**src/design/assert_macros.svh**
```systemverilog
// Assertion macros shared by the damage tracker RTL.
`ifndef ASSERT_MACROS_SVH
`define ASSERT_MACROS_SVH

// Check that a condition implies a consequence in the same cycle.
`define SDT_ASSERT_IMPLY(label, clk, rst, cond, cons, msg) \
  label: assert property (@(posedge clk) disable iff (rst) (cond) |-> (cons)) \
    else $error(msg);

// Check that a condition implies a consequence in the next cycle.
`define SDT_ASSERT_NEXT(label, clk, rst, cond, cons, msg) \
  label: assert property (@(posedge clk) disable iff (rst) (cond) |=> (cons)) \
    else $error(msg);

`endif

```
**src/design/sdt_pkg.sv**
```systemverilog
// Types, register indexes and rectangle helpers for the damage tracker.
package sdt_pkg;

  // Register indexes on the write port
  localparam logic [2:0] CFG_SURFACE_X      = 3'd0;
  localparam logic [2:0] CFG_SURFACE_Y      = 3'd1;
  localparam logic [2:0] CFG_SURFACE_WIDTH  = 3'd2;
  localparam logic [2:0] CFG_SURFACE_HEIGHT = 3'd3;
  localparam logic [2:0] CFG_SCREEN_WIDTH   = 3'd4;
  localparam logic [2:0] CFG_SCREEN_HEIGHT  = 3'd5;
  localparam logic [2:0] CFG_FORCE_FULL     = 3'd6;

  localparam int CFG_INDEX_W = 3;
  localparam int CFG_DATA_W  = 16;

  // Frames buffered between front and back
  localparam int QUEUE_DEPTH = 4;

  typedef struct packed {
    logic signed [15:0] x;
    logic signed [15:0] y;
    logic signed [15:0] w;
    logic signed [15:0] h;
  } box_t;

  typedef struct packed {
    logic ok;
    box_t box;
  } clip_t;

  typedef struct packed {
    logic signed [15:0] surface_x;
    logic signed [15:0] surface_y;
    logic [14:0]        surface_width;
    logic [14:0]        surface_height;
    logic [14:0]        screen_width;
    logic [14:0]        screen_height;
    logic               force_full;
  } cfg_t;

  typedef struct packed {
    logic signed [15:0] rect_x;
    logic signed [15:0] rect_y;
    logic signed [15:0] rect_w;
    logic signed [15:0] rect_h;
    logic               has_rect;
    logic               frame_end;
    logic               pending_buffer;
    logic               shown_buffer;
    logic               culled;
  } rect_item_t;

  typedef struct packed {
    logic               damage_valid;
    logic signed [15:0] damage_x;
    logic signed [15:0] damage_y;
    logic [14:0]        damage_w;
    logic [14:0]        damage_h;
    logic               paint_valid;
    logic signed [15:0] paint_x;
    logic signed [15:0] paint_y;
    logic [14:0]        paint_w;
    logic [14:0]        paint_h;
    logic signed [15:0] source_x;
    logic signed [15:0] source_y;
  } damage_item_t;

  // One frame handed from front to back
  typedef struct packed {
    logic clear;
    box_t region;
  } frame_t;

  function automatic logic box_empty(box_t b);
    return (b.w <= 16'sd0) || (b.h <= 16'sd0);
  endfunction

  // Bounding box of two rectangles; edges at 17 bits, result cut to 16
  function automatic box_t box_union(box_t a, box_t b);
    logic signed [16:0] ax1, ay1, bx1, by1, x1, y1;
    logic signed [15:0] x0, y0;
    logic signed [17:0] w, h;
    box_t o;
    ax1 = {a.x[15], a.x} + {a.w[15], a.w};
    ay1 = {a.y[15], a.y} + {a.h[15], a.h};
    bx1 = {b.x[15], b.x} + {b.w[15], b.w};
    by1 = {b.y[15], b.y} + {b.h[15], b.h};
    x0  = (a.x < b.x) ? a.x : b.x;
    y0  = (a.y < b.y) ? a.y : b.y;
    x1  = (ax1 > bx1) ? ax1 : bx1;
    y1  = (ay1 > by1) ? ay1 : by1;
    w   = {x1[16], x1} - {{2{x0[15]}}, x0};
    h   = {y1[16], y1} - {{2{y0[15]}}, y0};
    o.x = x0;
    o.y = y0;
    o.w = w[15:0];
    o.h = h[15:0];
    if (box_empty(b)) begin
      o = a;
    end else if (box_empty(a)) begin
      o = b;
    end
    return o;
  endfunction

  // Intersection of two rectangles; zero box when nothing overlaps
  function automatic clip_t box_clip(box_t a, box_t b);
    logic signed [16:0] ax1, ay1, bx1, by1, x1, y1;
    logic signed [15:0] x0, y0;
    logic signed [17:0] w, h;
    clip_t o;
    ax1 = {a.x[15], a.x} + {a.w[15], a.w};
    ay1 = {a.y[15], a.y} + {a.h[15], a.h};
    bx1 = {b.x[15], b.x} + {b.w[15], b.w};
    by1 = {b.y[15], b.y} + {b.h[15], b.h};
    x0  = (a.x > b.x) ? a.x : b.x;
    y0  = (a.y > b.y) ? a.y : b.y;
    x1  = (ax1 < bx1) ? ax1 : bx1;
    y1  = (ay1 < by1) ? ay1 : by1;
    w   = {x1[16], x1} - {{2{x0[15]}}, x0};
    h   = {y1[16], y1} - {{2{y0[15]}}, y0};
    if ((x1 <= x0) || (y1 <= y0)) begin
      o = '0;
    end else begin
      o.ok     = 1'b1;
      o.box.x  = x0;
      o.box.y  = y0;
      o.box.w  = w[15:0];
      o.box.h  = h[15:0];
    end
    return o;
  endfunction

  // Rectangle at the origin with the given unsigned size
  function automatic box_t origin_box(logic [14:0] w, logic [14:0] h);
    box_t o;
    o.x = '0;
    o.y = '0;
    o.w = {1'b0, w};
    o.h = {1'b0, h};
    return o;
  endfunction

endpackage

```
**src/design/sdt_if.sv**
```systemverilog
// Valid/ready channels for damage rectangles and damage results.
interface sdt_rect_if;
  logic                   valid;
  logic                   ready;
  sdt_pkg::rect_item_t    data;

  modport source(output valid, output data, input ready);
  modport sink(input valid, input data, output ready);
endinterface

interface sdt_damage_if;
  logic                   valid;
  logic                   ready;
  sdt_pkg::damage_item_t  data;

  modport source(output valid, output data, input ready);
  modport sink(input valid, input data, output ready);
endinterface

```
**src/design/sdt_front.sv**
```systemverilog
// Front end: accepts rectangles, keeps the running box, posts frames.
module sdt_front (
  input  logic                clk,
  input  logic                rst,
  input  sdt_pkg::cfg_t       cfg,
  sdt_rect_if.sink            rects,
  input  logic                queue_full,
  output logic                push,
  output sdt_pkg::frame_t     push_frame
);

  sdt_pkg::box_t running_box;
  logic          list_nonempty;

  sdt_pkg::box_t running_box_next;
  logic          list_nonempty_next;
  sdt_pkg::box_t rect;
  logic          accept;
  logic          use_full;

  assign rects.ready = !queue_full;
  assign accept      = rects.valid && rects.ready;

  // Merge this beat's rectangle into the running box
  always_comb begin
    rect.x = rects.data.rect_x;
    rect.y = rects.data.rect_y;
    rect.w = rects.data.rect_w;
    rect.h = rects.data.rect_h;
    if (rects.data.has_rect) begin
      running_box_next = sdt_pkg::box_union(running_box, rect);
    end else begin
      running_box_next = running_box;
    end
    list_nonempty_next = list_nonempty || rects.data.has_rect;
  end

  // Classify the frame on its last beat
  always_comb begin
    use_full = cfg.force_full || !list_nonempty_next || !rects.data.pending_buffer;
    push_frame.clear = rects.data.culled ||
                       (!rects.data.pending_buffer && !rects.data.shown_buffer);
    if (use_full) begin
      push_frame.region = sdt_pkg::origin_box(cfg.surface_width, cfg.surface_height);
    end else begin
      push_frame.region = running_box_next;
    end
    push = accept && rects.data.frame_end;
  end

  // Hold the running box between beats, drop it at frame end
  always_ff @(posedge clk) begin
    if (rst) begin
      running_box   <= '0;
      list_nonempty <= 1'b0;
    end else if (accept) begin
      if (rects.data.frame_end) begin
        running_box   <= '0;
        list_nonempty <= 1'b0;
      end else begin
        running_box   <= running_box_next;
        list_nonempty <= list_nonempty_next;
      end
    end
  end

endmodule

```
**src/design/sdt_queue.sv**
```systemverilog
// Small frame queue between the front end and the back end.
module sdt_queue #(
  parameter int DEPTH = sdt_pkg::QUEUE_DEPTH
) (
  input  logic            clk,
  input  logic            rst,
  input  logic            push,
  input  sdt_pkg::frame_t push_frame,
  output logic            full,
  input  logic            pop,
  output logic            nonempty,
  output sdt_pkg::frame_t head
);

  localparam int PW = (DEPTH > 1) ? $clog2(DEPTH) : 1;
  localparam int CW = $clog2(DEPTH + 1);

  sdt_pkg::frame_t entries [DEPTH];
  logic [PW-1:0]   wr_ptr;
  logic [PW-1:0]   rd_ptr;
  logic [CW-1:0]   count;
  logic            head_valid;
  logic            head_free;
  logic            stored;
  logic            to_mem;
  logic            from_mem;

  assign full     = (count == CW'(DEPTH));
  assign nonempty = head_valid;

  // The head register takes the oldest stored frame, or a pushed frame
  // directly when nothing is stored behind it
  assign head_free = pop || !head_valid;
  assign stored    = (count != CW'(head_valid));
  assign from_mem  = head_free && stored;
  assign to_mem    = push && !(head_free && !stored);

  // Store pushed frames and load the head
  always_ff @(posedge clk) begin
    if (to_mem) begin
      entries[wr_ptr] <= push_frame;
    end
    if (from_mem) begin
      head <= entries[rd_ptr];
    end else if (head_free && push) begin
      head <= push_frame;
    end
  end

  // Advance pointers, the head flag and the fill count
  always_ff @(posedge clk) begin
    if (rst) begin
      wr_ptr     <= '0;
      rd_ptr     <= '0;
      count      <= '0;
      head_valid <= 1'b0;
    end else begin
      if (to_mem) begin
        wr_ptr <= (wr_ptr == PW'(DEPTH - 1)) ? '0 : wr_ptr + 1'b1;
      end
      if (from_mem) begin
        rd_ptr <= (rd_ptr == PW'(DEPTH - 1)) ? '0 : rd_ptr + 1'b1;
      end
      if (head_free) begin
        head_valid <= stored || push;
      end
      if (push && !pop) begin
        count <= count + 1'b1;
      end else if (pop && !push) begin
        count <= count - 1'b1;
      end
    end
  end

endmodule

```
**src/design/sdt_back.sv**
```systemverilog
// Back end: merges stored damage, clips to surface and screen, emits results.
module sdt_back (
  input  logic            clk,
  input  logic            rst,
  input  sdt_pkg::cfg_t   cfg,
  input  logic            nonempty,
  input  sdt_pkg::frame_t head,
  output logic            pop,
  sdt_damage_if.source    damage
);

  logic adv;

  // Stored damage of the previous frame
  sdt_pkg::box_t last_box;
  logic          last_valid;

  // Stage 1: union with stored damage
  logic          s1_valid;
  logic          s1_clear;
  sdt_pkg::box_t s1_box;
  // Stage 2: clipped to the surface
  logic          s2_valid;
  logic          s2_dval;
  sdt_pkg::box_t s2_box;
  // Stage 3: translated to screen space
  logic          s3_valid;
  logic          s3_dval;
  sdt_pkg::box_t s3_box;
  logic signed [15:0] s3_scr_x;
  logic signed [15:0] s3_scr_y;
  // Stage 4: clipped to the screen
  logic          s4_valid;
  logic          s4_dval;
  logic          s4_pval;
  sdt_pkg::box_t s4_box;
  sdt_pkg::box_t s4_paint;

  logic                  out_valid;
  sdt_pkg::damage_item_t out_data;

  sdt_pkg::box_t   union_box;
  sdt_pkg::clip_t  surf_clip;
  sdt_pkg::clip_t  scr_clip;
  sdt_pkg::box_t   scr_box;
  logic signed [16:0] scr_x_sum;
  logic signed [16:0] scr_y_sum;
  logic signed [16:0] src_x_diff;
  logic signed [16:0] src_y_diff;
  sdt_pkg::damage_item_t out_next;

  assign adv          = !out_valid || damage.ready;
  assign pop          = adv && nonempty && !s1_valid;
  assign damage.valid = out_valid;
  assign damage.data  = out_data;

  // Merge the popped region with the stored damage
  always_comb begin
    if (last_valid) begin
      union_box = sdt_pkg::box_union(head.region, last_box);
    end else begin
      union_box = head.region;
    end
  end

  // Clip the merged region to the surface
  assign surf_clip = sdt_pkg::box_clip(s1_box,
                       sdt_pkg::origin_box(cfg.surface_width, cfg.surface_height));

  // Translate damage into screen space
  assign scr_x_sum = {s2_box.x[15], s2_box.x} + {cfg.surface_x[15], cfg.surface_x};
  assign scr_y_sum = {s2_box.y[15], s2_box.y} + {cfg.surface_y[15], cfg.surface_y};

  // Clip the screen-space region to the screen
  always_comb begin
    scr_box.x = s3_scr_x;
    scr_box.y = s3_scr_y;
    scr_box.w = s3_box.w;
    scr_box.h = s3_box.h;
    scr_clip  = sdt_pkg::box_clip(scr_box,
                  sdt_pkg::origin_box(cfg.screen_width, cfg.screen_height));
  end

  // Form the result beat
  always_comb begin
    src_x_diff = {s4_paint.x[15], s4_paint.x} - {cfg.surface_x[15], cfg.surface_x};
    src_y_diff = {s4_paint.y[15], s4_paint.y} - {cfg.surface_y[15], cfg.surface_y};
    out_next   = '0;
    if (s4_dval) begin
      out_next.damage_valid = 1'b1;
      out_next.damage_x     = s4_box.x;
      out_next.damage_y     = s4_box.y;
      out_next.damage_w     = s4_box.w[14:0];
      out_next.damage_h     = s4_box.h[14:0];
      if (s4_pval) begin
        out_next.paint_valid = 1'b1;
        out_next.paint_x     = s4_paint.x;
        out_next.paint_y     = s4_paint.y;
        out_next.paint_w     = s4_paint.w[14:0];
        out_next.paint_h     = s4_paint.h[14:0];
        out_next.source_x    = src_x_diff[15:0];
        out_next.source_y    = src_y_diff[15:0];
      end
    end
  end

  // Advance payload through the stages
  always_ff @(posedge clk) begin
    if (adv) begin
      s1_clear <= head.clear;
      s1_box   <= union_box;
      s2_dval  <= !s1_clear && surf_clip.ok;
      s2_box   <= surf_clip.box;
      s3_dval  <= s2_dval;
      s3_box   <= s2_box;
      s3_scr_x <= scr_x_sum[15:0];
      s3_scr_y <= scr_y_sum[15:0];
      s4_dval  <= s3_dval;
      s4_pval  <= s3_dval && scr_clip.ok;
      s4_box   <= s3_box;
      s4_paint <= scr_clip.box;
      out_data <= out_next;
    end
  end

  // Advance stage valids and update the stored damage
  always_ff @(posedge clk) begin
    if (rst) begin
      s1_valid   <= 1'b0;
      s2_valid   <= 1'b0;
      s3_valid   <= 1'b0;
      s4_valid   <= 1'b0;
      out_valid  <= 1'b0;
      last_valid <= 1'b0;
      last_box   <= '0;
    end else if (adv) begin
      s1_valid  <= pop;
      s2_valid  <= s1_valid;
      s3_valid  <= s2_valid;
      s4_valid  <= s3_valid;
      out_valid <= s4_valid;
      if (s1_valid) begin
        last_valid <= !s1_clear && surf_clip.ok;
        last_box   <= surf_clip.box;
      end
    end
  end

endmodule

```
**src/design/surface_damage_tracker.sv**
```systemverilog
// Top level of the per-frame surface damage tracker.
// The tracker takes one damage rectangle beat per cycle while the queue is
// not full and keeps the frame's bounding box in the front end; the beat
// marked frame_end posts the frame into a queue of QUEUE_DEPTH frames, and
// the back end turns it into one result beat through its stages. It pops
// no frame while the last is in stage 1, as merging with the previous
// frame's stored damage (union, then surface clip) spans two stages; beats
// in between keep the front end busy, and the queue lets either side stall
// on its own. Configuration registers must be written through wr_en /
// wr_index / wr_data only while no frame is in flight; the block does not enforce it.
`include "assert_macros.svh"

module surface_damage_tracker #(
  parameter int QUEUE_DEPTH = sdt_pkg::QUEUE_DEPTH
) (
  input  logic                            clk,
  input  logic                            rst,
  input  logic                            wr_en,
  input  logic [sdt_pkg::CFG_INDEX_W-1:0] wr_index,
  input  logic [sdt_pkg::CFG_DATA_W-1:0]  wr_data,
  sdt_rect_if.sink                        rects,
  sdt_damage_if.source                    damage
);

  sdt_pkg::cfg_t   cfg;
  logic            queue_full;
  logic            push;
  sdt_pkg::frame_t push_frame;
  logic            pop;
  logic            nonempty;
  sdt_pkg::frame_t head;

  // Write configuration registers
  always_ff @(posedge clk) begin
    if (rst) begin
      cfg <= '0;
    end else if (wr_en) begin
      case (wr_index)
        sdt_pkg::CFG_SURFACE_X:      cfg.surface_x      <= wr_data;
        sdt_pkg::CFG_SURFACE_Y:      cfg.surface_y      <= wr_data;
        sdt_pkg::CFG_SURFACE_WIDTH:  cfg.surface_width  <= wr_data[14:0];
        sdt_pkg::CFG_SURFACE_HEIGHT: cfg.surface_height <= wr_data[14:0];
        sdt_pkg::CFG_SCREEN_WIDTH:   cfg.screen_width   <= wr_data[14:0];
        sdt_pkg::CFG_SCREEN_HEIGHT:  cfg.screen_height  <= wr_data[14:0];
        sdt_pkg::CFG_FORCE_FULL:     cfg.force_full     <= wr_data[0];
        default: begin
        end
      endcase
    end
  end

  sdt_front u_front (
    .clk        (clk),
    .rst        (rst),
    .cfg        (cfg),
    .rects      (rects),
    .queue_full (queue_full),
    .push       (push),
    .push_frame (push_frame)
  );

  sdt_queue #(
    .DEPTH (QUEUE_DEPTH)
  ) u_queue (
    .clk        (clk),
    .rst        (rst),
    .push       (push),
    .push_frame (push_frame),
    .full       (queue_full),
    .pop        (pop),
    .nonempty   (nonempty),
    .head       (head)
  );

  sdt_back u_back (
    .clk      (clk),
    .rst      (rst),
    .cfg      (cfg),
    .nonempty (nonempty),
    .head     (head),
    .pop      (pop),
    .damage   (damage)
  );

  // A result without damage carries nothing else
  `SDT_ASSERT_IMPLY(a_no_damage_zero, clk, rst,
    damage.valid && !damage.data.damage_valid,
    damage.data.damage_x == '0 && damage.data.damage_w == '0 && !damage.data.paint_valid,
    "result without damage carries nonzero fields")

  // Paint only where damage exists, and never an empty paint area
  `SDT_ASSERT_IMPLY(a_paint_has_damage, clk, rst,
    damage.valid && damage.data.paint_valid,
    damage.data.damage_valid && damage.data.paint_w != '0 && damage.data.paint_h != '0,
    "paint region without damage or with empty size")

  // Reported damage is never empty
  `SDT_ASSERT_IMPLY(a_damage_nonempty, clk, rst,
    damage.valid && damage.data.damage_valid,
    damage.data.damage_w != '0 && damage.data.damage_h != '0,
    "damage region reported with empty size")

endmodule

```
**src/flat_wrapper.sv**
```systemverilog
// flat-port wrapper written by rule: the top's interface ports become plain ports
module surface_damage_tracker_flat 
#(
  parameter int QUEUE_DEPTH = sdt_pkg::QUEUE_DEPTH
)
  (clk, rst, wr_en, wr_index, wr_data, rects_valid, rects_data, rects_ready, damage_valid, damage_data, damage_ready);
  sdt_rect_if rects_i ();
  sdt_damage_if damage_i ();
  input  logic clk;
  input  logic rst;
  input  logic wr_en;
  input  logic [sdt_pkg::CFG_INDEX_W-1:0] wr_index;
  input  logic [sdt_pkg::CFG_DATA_W-1:0] wr_data;
  input wire logic [$bits(rects_i.valid)-1:0] rects_valid;
  input wire logic [$bits(rects_i.data)-1:0] rects_data;
  output wire logic [$bits(rects_i.ready)-1:0] rects_ready;
  output wire logic [$bits(damage_i.valid)-1:0] damage_valid;
  output wire logic [$bits(damage_i.data)-1:0] damage_data;
  input wire logic [$bits(damage_i.ready)-1:0] damage_ready;
  assign rects_i.valid = rects_valid;
  assign rects_i.data = rects_data;
  assign rects_ready = rects_i.ready;
  assign damage_valid = damage_i.valid;
  assign damage_data = damage_i.data;
  assign damage_i.ready = damage_ready;
  surface_damage_tracker #(.QUEUE_DEPTH(QUEUE_DEPTH)) u_core (.clk(clk), .rst(rst), .wr_en(wr_en), .wr_index(wr_index), .wr_data(wr_data), .rects(rects_i), .damage(damage_i));
endmodule
```
**config.mk**
```make
export PLATFORM = sky130hd
export DESIGN_NAME = surface_damage_tracker_flat
export DESIGN_NICKNAME = d
export VERILOG_FILES = /design/src/design/sdt_pkg.sv /design/src/design/sdt_if.sv /design/src/design/sdt_front.sv /design/src/design/sdt_queue.sv /design/src/design/sdt_back.sv /design/src/design/surface_damage_tracker.sv /design/src/flat_wrapper.sv
export VERILOG_INCLUDE_DIRS = /design/src /design/src/design
export SDC_FILE = /design/constraint.sdc
export NUM_CORES = 2
export LEC_CHECK = 0
export BUFFER_PORTS_ARGS = -buffer_cell sky130_fd_sc_hd__buf_4
export CORE_MARGIN = 1.5
export CORE_UTILIZATION = 31
export DETAILED_ROUTE_END_ITERATION = 12
export MAX_ROUTING_LAYER = met4
export PLACE_DENSITY = 0.58
export SETUP_SLACK_MARGIN = 0.02
export SYNTH_ARGS = -nofsm -noshare
export SYNTH_HDL_FRONTEND = slang
export SYNTH_HIERARCHICAL = 1
export SYNTH_SLANG_ARGS = --single-unit
```
**constraint.sdc**
```tcl
create_clock -name clk -period 40.6 [get_ports clk]
set_input_delay 2.03 -clock clk [delete_from_list [all_inputs] [get_ports clk]]
set_output_delay 2.03 -clock clk [all_outputs]
set_load 0.03 [all_outputs]
```
# Yosys cells after proc, flatten, opt, wreduce, memory -nomap -nowiden
# Memories as Yosys holds them, arrays and structs flattened. A register that Yosys moved wholly into a read port is not among the register bits.
# Cells that the tools add are included.
op_classes:
  reduce_logical: 50
  n_addsub: 28
  n_eq_ne: 10
  n_mux: 39
  order_cmp: 28
op_table:
  columns: ["cell", "n"]
  rows:
  - ["64-bit two-way mux", 8]
  - ["65-bit two-way mux", 4]
  - ["16-bit by 16-bit adder with 17-bit output", 12]
  - ["16-bit two-way mux", 12]
  - ["16-bit subtractor", 10]
  - ["158-bit two-way mux", 1]
  - ["16-bit by 1-bit <= comparator with 1-bit output, second input constant", 8]
  - ["95-bit two-way mux", 1]
  - ["17-bit greater-than comparator", 4]
  - ["17-bit by 16-bit <= comparator with 1-bit output", 4]
  - ["17-bit by 16-bit less-than comparator with 1-bit output", 4]
  - ["17-bit two-way mux", 4]
  - ["16-bit by 1-bit greater-than comparator with 1-bit output, second input constant", 4]
  - ["16-bit less-than comparator", 4]
  - ["16-bit adder", 2]
  - ["2-bit AND reduction", 9]
  - ["1-bit logical AND", 13]
  - ["1-bit logical OR", 13]
  - ["3-bit equality test, second input constant", 4]
  - ["1-bit logical NOT", 12]
  - ["2-bit two-way mux", 4]
  - ["3-bit by 2-bit equality test with 1-bit output, second input constant", 2]
  - ["3-bit two-way mux", 2]
  - ["2-bit by 1-bit adder with 2-bit output, second input constant", 2]
  - ["other kinds (8)", 12]
word_totals:
  memories: 1
  wordCells: 226
  in_bits: 93
  output_inout_bits: 160
  ff_bits: 812
  ram_bits: 260
memory_table:
  columns: ["memory", "depth", "word_bits", "rd", "rd_ports_with_merged_regs", "wr", "line_no", "rtl"]
  rows:
  - ["u_core.u_queue.entries", 4, 65, 1, 1, 1, "sdt_queue.sv:18", "sdt_pkg::frame_t entries [DEPTH];"]

# Depth between registers and ports, before layout
depth:
  ltp_word: 10
  ltp_mapped: 37
  ltp_nobuf: 36

# By module
# The synthesis kept the hierarchy.
modules_own_cells:
  columns: ["mod", "area_each_um2", "seq_area_each_um2", "cells_each", "n_inst"]
  rows:
  - ["sdt_back", 37449.7, 16746.1, 3623, 1]
  - ["sdt_queue", 12771.0, 9959.6, 541, 1]
  - ["sdt_front", 10242.3, 1301.2, 1431, 1]
  - ["surface_damage_tracker", 3686.0, 1861.8, 327, 1]

# Worst setup path after synthesis
# Ideal clock, no wire load.
synth_path:
  path_type: "input to register"
  from: "in damage_ready"
  to: "reg u_core/u_back/last_box[33] (netlist bit)"
  required_ps: 40533
  path_buffers: 3
  stages: 8
  arrival_ps: 14627
  setup_ps: 67
  slack_ps: 25906
  path_cell_list: "nor2b_1 -> clkbuf_1 -> inv_1 -> nand2_1 -> or3_1 -> buf_4 -> buf_6 -> o21ai_2"
synth_between:
  elab_chain_cells: 2
synth_rtl:
  columns: ["item", "line_no", "rtl"]
  rows:
  - ["start: declaration", "flat_wrapper.sv:19", "input wire logic [$bits(damage_i.ready)-1:0] damage_ready;"]
  - ["1-bit logical OR", "sdt_back.sv:52", "assign adv = !out_valid || damage.ready;"]
  - ["2-bit AND reduction (no line)", null, null]
  - ["end signal: assignment", "sdt_back.sv:144", "last_box <= surf_clip.box;"]
  - ["end: declaration", "sdt_back.sv:15", "sdt_pkg::box_t last_box;"]
# Every way passes these cells.
# A chain may end at the register's enable or synchronous reset.

==> summary.txt <==
Status
  – Status: completed

Placement
  – Port bufs: 252
  – HPWL after DPL: 138 mm
  – GP Congestion: 0.917

Critical path
  – Largest stage delay on the critical path: 0.72 ns
  – Critical Path Source Type: primary input
  – Critical Path Slowest Stage Cell: o311ai_0
  – Most frequent CP cell: a21oi_1
  – Worst EP arrival: 10.78 ns
  – CP endpoint kind: register
  – Worst EP required: 41.19 ns
  – CP Class: in2reg
  – CP Max Fanout: 26

Drt
  – Avg WL per Cell: 20.2 um
  – Met2 Wirelength: 79.8 mm
  – DRT antenna net count: 0
  – Via/cell ratio: 5.13
  – DRT Wirelength: 181 mm
  – First drt pass iteration count: 5
  – Vias after detailed routing: 46000
  – M1 WL: 88.0 mm
  – DR top layer: met4
  – Met3 WL: 8.85 mm
  – # DRC: 0
  – Drt initial violations: 3569

Floorplanning
  – Core Area: 205000 um^2
  – Die area: 210000 um^2
  – Chip width: 458 um
  – I/O pin count: 253
  – Height of the die: 458 um
  – Row cnt: 166
  – Initial Util: 31.3%

STA
  – Actual slew at the worst max-slew pin: 1.08 ns
  – # setup viols final: 0
  – Final hold vios: 0
  – RSZ-0062 raised after global routing: no
  – Max transition margin: 28.1%
  – Final setup TNS: 0 ns
  – Setup Skew: 0.0706 ns
  – Max Slew Vio Count: 0
  – Crit share post-route: 25.1%
  – Tmin final: 10.19 ns
  – Maximum clock frequency: 98.2 MHz

Logic synthesis
  – Synthesized flop and latch total: 1074
  – Post-Syn Area per Cell: 10.8 um^2
  – Syn Inst Count: 5922
  – Post-synthesis sequential area ratio: 46.6%
  – Asr flop ratio synth: 0%
  – Post-synthesis cell area: 64100 um^2
  – Post-synth top area share: 39.1%
  – Synth area leader: edfxtp_1
  – Synth top area cells: edfxtp_1, ha_1, dfxtp_1
  – Post-synth cell types: 98
  – Synthesis Warnings: 6
  – Most used flip-flop cell after synthesis: edfxtp_1
  – Post-synth EDFFs: 836

Hold path
  – HP Class: reg2reg

Clock tree
  – Clock tree sinks: 1074
  – Maximum root-to-sink buffer count: 3
  – Worst-skew pair later-pin latency: 0.81 ns
  – CTS tree: done
  – Root buf cell: clkbuf_16
  – CTS buffer count: 114
  – Post-CTS setup buffers: 0
  – CTS H-tree lvls: 3
  – # hold bufs at CTS: 0
  – Clock transition at path regs: 0.06 ns
  – Post-CTS Resized: 0

Global routing
  – Largest net degree at the start of global routing: 123
  – Initial antenna violation count: 10
  – First-pass GRT wire length: 272 mm
  – Gr usage total: 17.2%
  – Vias in the first global route: 44800
  – GRT Residual Overflow: 0

Layout
  – Commonest non-fill, non-tap cells in the layout: edfxtp_1, ha_1, nor2_1
  – Layout area overhead: 13.5%
  – Share of cells above drive strength 1: 12.8%
  – Nets: 6865
  – Final core utilization: 35.5%
  – Commonest non-fill, non-tap cell in the layout: edfxtp_1
  – Number of fill cells: 20200

Run
  – Number of max-cap violations: 0
-- logic make-up (layout without fill, tap and decap cells) --
family	after synthesis	in the layout	share of synthesized area (%)
and+or+nand+nor	1738	1738	13.4
AOI/OAI and AO/OA	1259	1259	12.7
DFF	1074	1074	46.6
adders and majority gates	605	605	12.1
buffers and inverters	562	895	3.57
muxes	406	406	7.93
xor gates and xnor gates	276	276	3.79
other	2	19	0.0117
-- worst max-delay path: cells and delay by family --
| family | cells | cell delay (ns) |
|---|---|---|
| XOR/XNOR | 1 | 0.22 |
| AO/OA/AOI/OAI | 20 | 5.37 |
| multiplexers | 2 | 0.60 |
| adder cells (fa/ha/maj) | 5 | 1.33 |
| AND/OR/NAND/NOR | 5 | 0.93 |
| buffers and inverters | 3 | 0.26 |
-- registers in the layout, indices dropped and copies added, names as in the netlist, 62 cells and up, named ones only --
signal / cells
u_core/u_queue/entries: 260
u_core/u_back/damage.data: 158
u_core/cfg: 93
u_core/u_queue/head: 65
u_core/u_back/last_box: 64
u_core/u_back/s1_box: 64
u_core/u_back/s2_box: 64
u_core/u_back/s3_box: 64
u_core/u_front/running_box: 64
u_core/u_back/s4_box: 62
u_core/u_back/s4_paint: 62
-- path summary, 6_finish.rpt --
path	slack, ns	from	cells past startpoint	to
setup / recovery	30.41	rects_data[21]	36	u_core/u_queue/head[30]$_DFFE_PP_
hold / removal	0.40	u_core/u_back/s2_box[9]$_DFFE_PN_	0	u_core/u_back/s3_box[9]$_DFFE_PN_
hold reg to reg	0.40	u_core/u_back/s2_box[9]$_DFFE_PN_	0	u_core/u_back/s3_box[9]$_DFFE_PN_
setup reg to reg	31.57	u_core/u_front/running_box[48]$_SDFFE_PP0P_	34	u_core/u_queue/head[30]$_DFFE_PP_
-- cell type report --
class | count | area [um^2] | share of cell area, %
antenna | 7 | 17.5 | 0.0241
clock buffer | 144 | 3030 | 4.15
clock inverter | 70 | 722 | 0.991
inverter | 374 | 1410 | 1.94
multi-input combinational | 4296 | 32100 | 44.1
sequential | 1074 | 29900 | 41.0
tap | 2688 | 3360 | 4.62
timing repair buffer | 307 | 2310 | 3.17
-- synthesized netlist by cell type (11+ instances only) --
cell         n
mux4_2      65
ha_1       580
a22o_1      11
o21ai_1     13
and3_1      87
o31ai_1     29
clkbuf_1   123
mux2i_1    199
nor4_1      42
or3_1       34
o21ai_0    269
and2_1     104
xor2_1     105
a21boi_0    13
edfxtp_1   836
a41oi_1     12
buf_6       14
fa_1        25
mux2_2     134
a31oi_1     39
buf_1       17
or2_2       18
buf_2       27
o21ai_2     42
dfxtp_1    238
a211oi_1    40
nand2b_1   203
a21oi_1    364
nand2_1    436
nor3_1     136
nor2_1     445
a2111oi_0   18
o211ai_1    30
nor2b_1     77
nand3_1     59
a21o_1     117
o21a_1      50
o21bai_1    39
inv_1      372
a22oi_1     45
a32o_1      14
nand4_1     41
a211o_1     15
xnor2_1    170
-- per-layer routing --
layer  up-vias  track usage, %
li1      22200               -
met5         -               -
met4         0            4.45
met1     22300            24.3
met2      1180            26.2
met3       212            1.92
-- through the flow --
stage	std cells	cell area (um^2)	setup slack (ns)	hold WS (ns)
5_1_grt	8958	72800	29.57	0.422
4_1_cts	8953	72800	30.53	0.404
6_report	8960	72800	30.41	0.403
3_3_place_gp	8739	69100	29.91	0.403
3_5_place_dp	8739	69100	29.74	0.405
2_1_floorplan	5932	64200	25.91	0.400
Power is left out: the tool's default activity adds up to more than one toggle a clock period on the data nets, which glitch-free logic cannot reach.
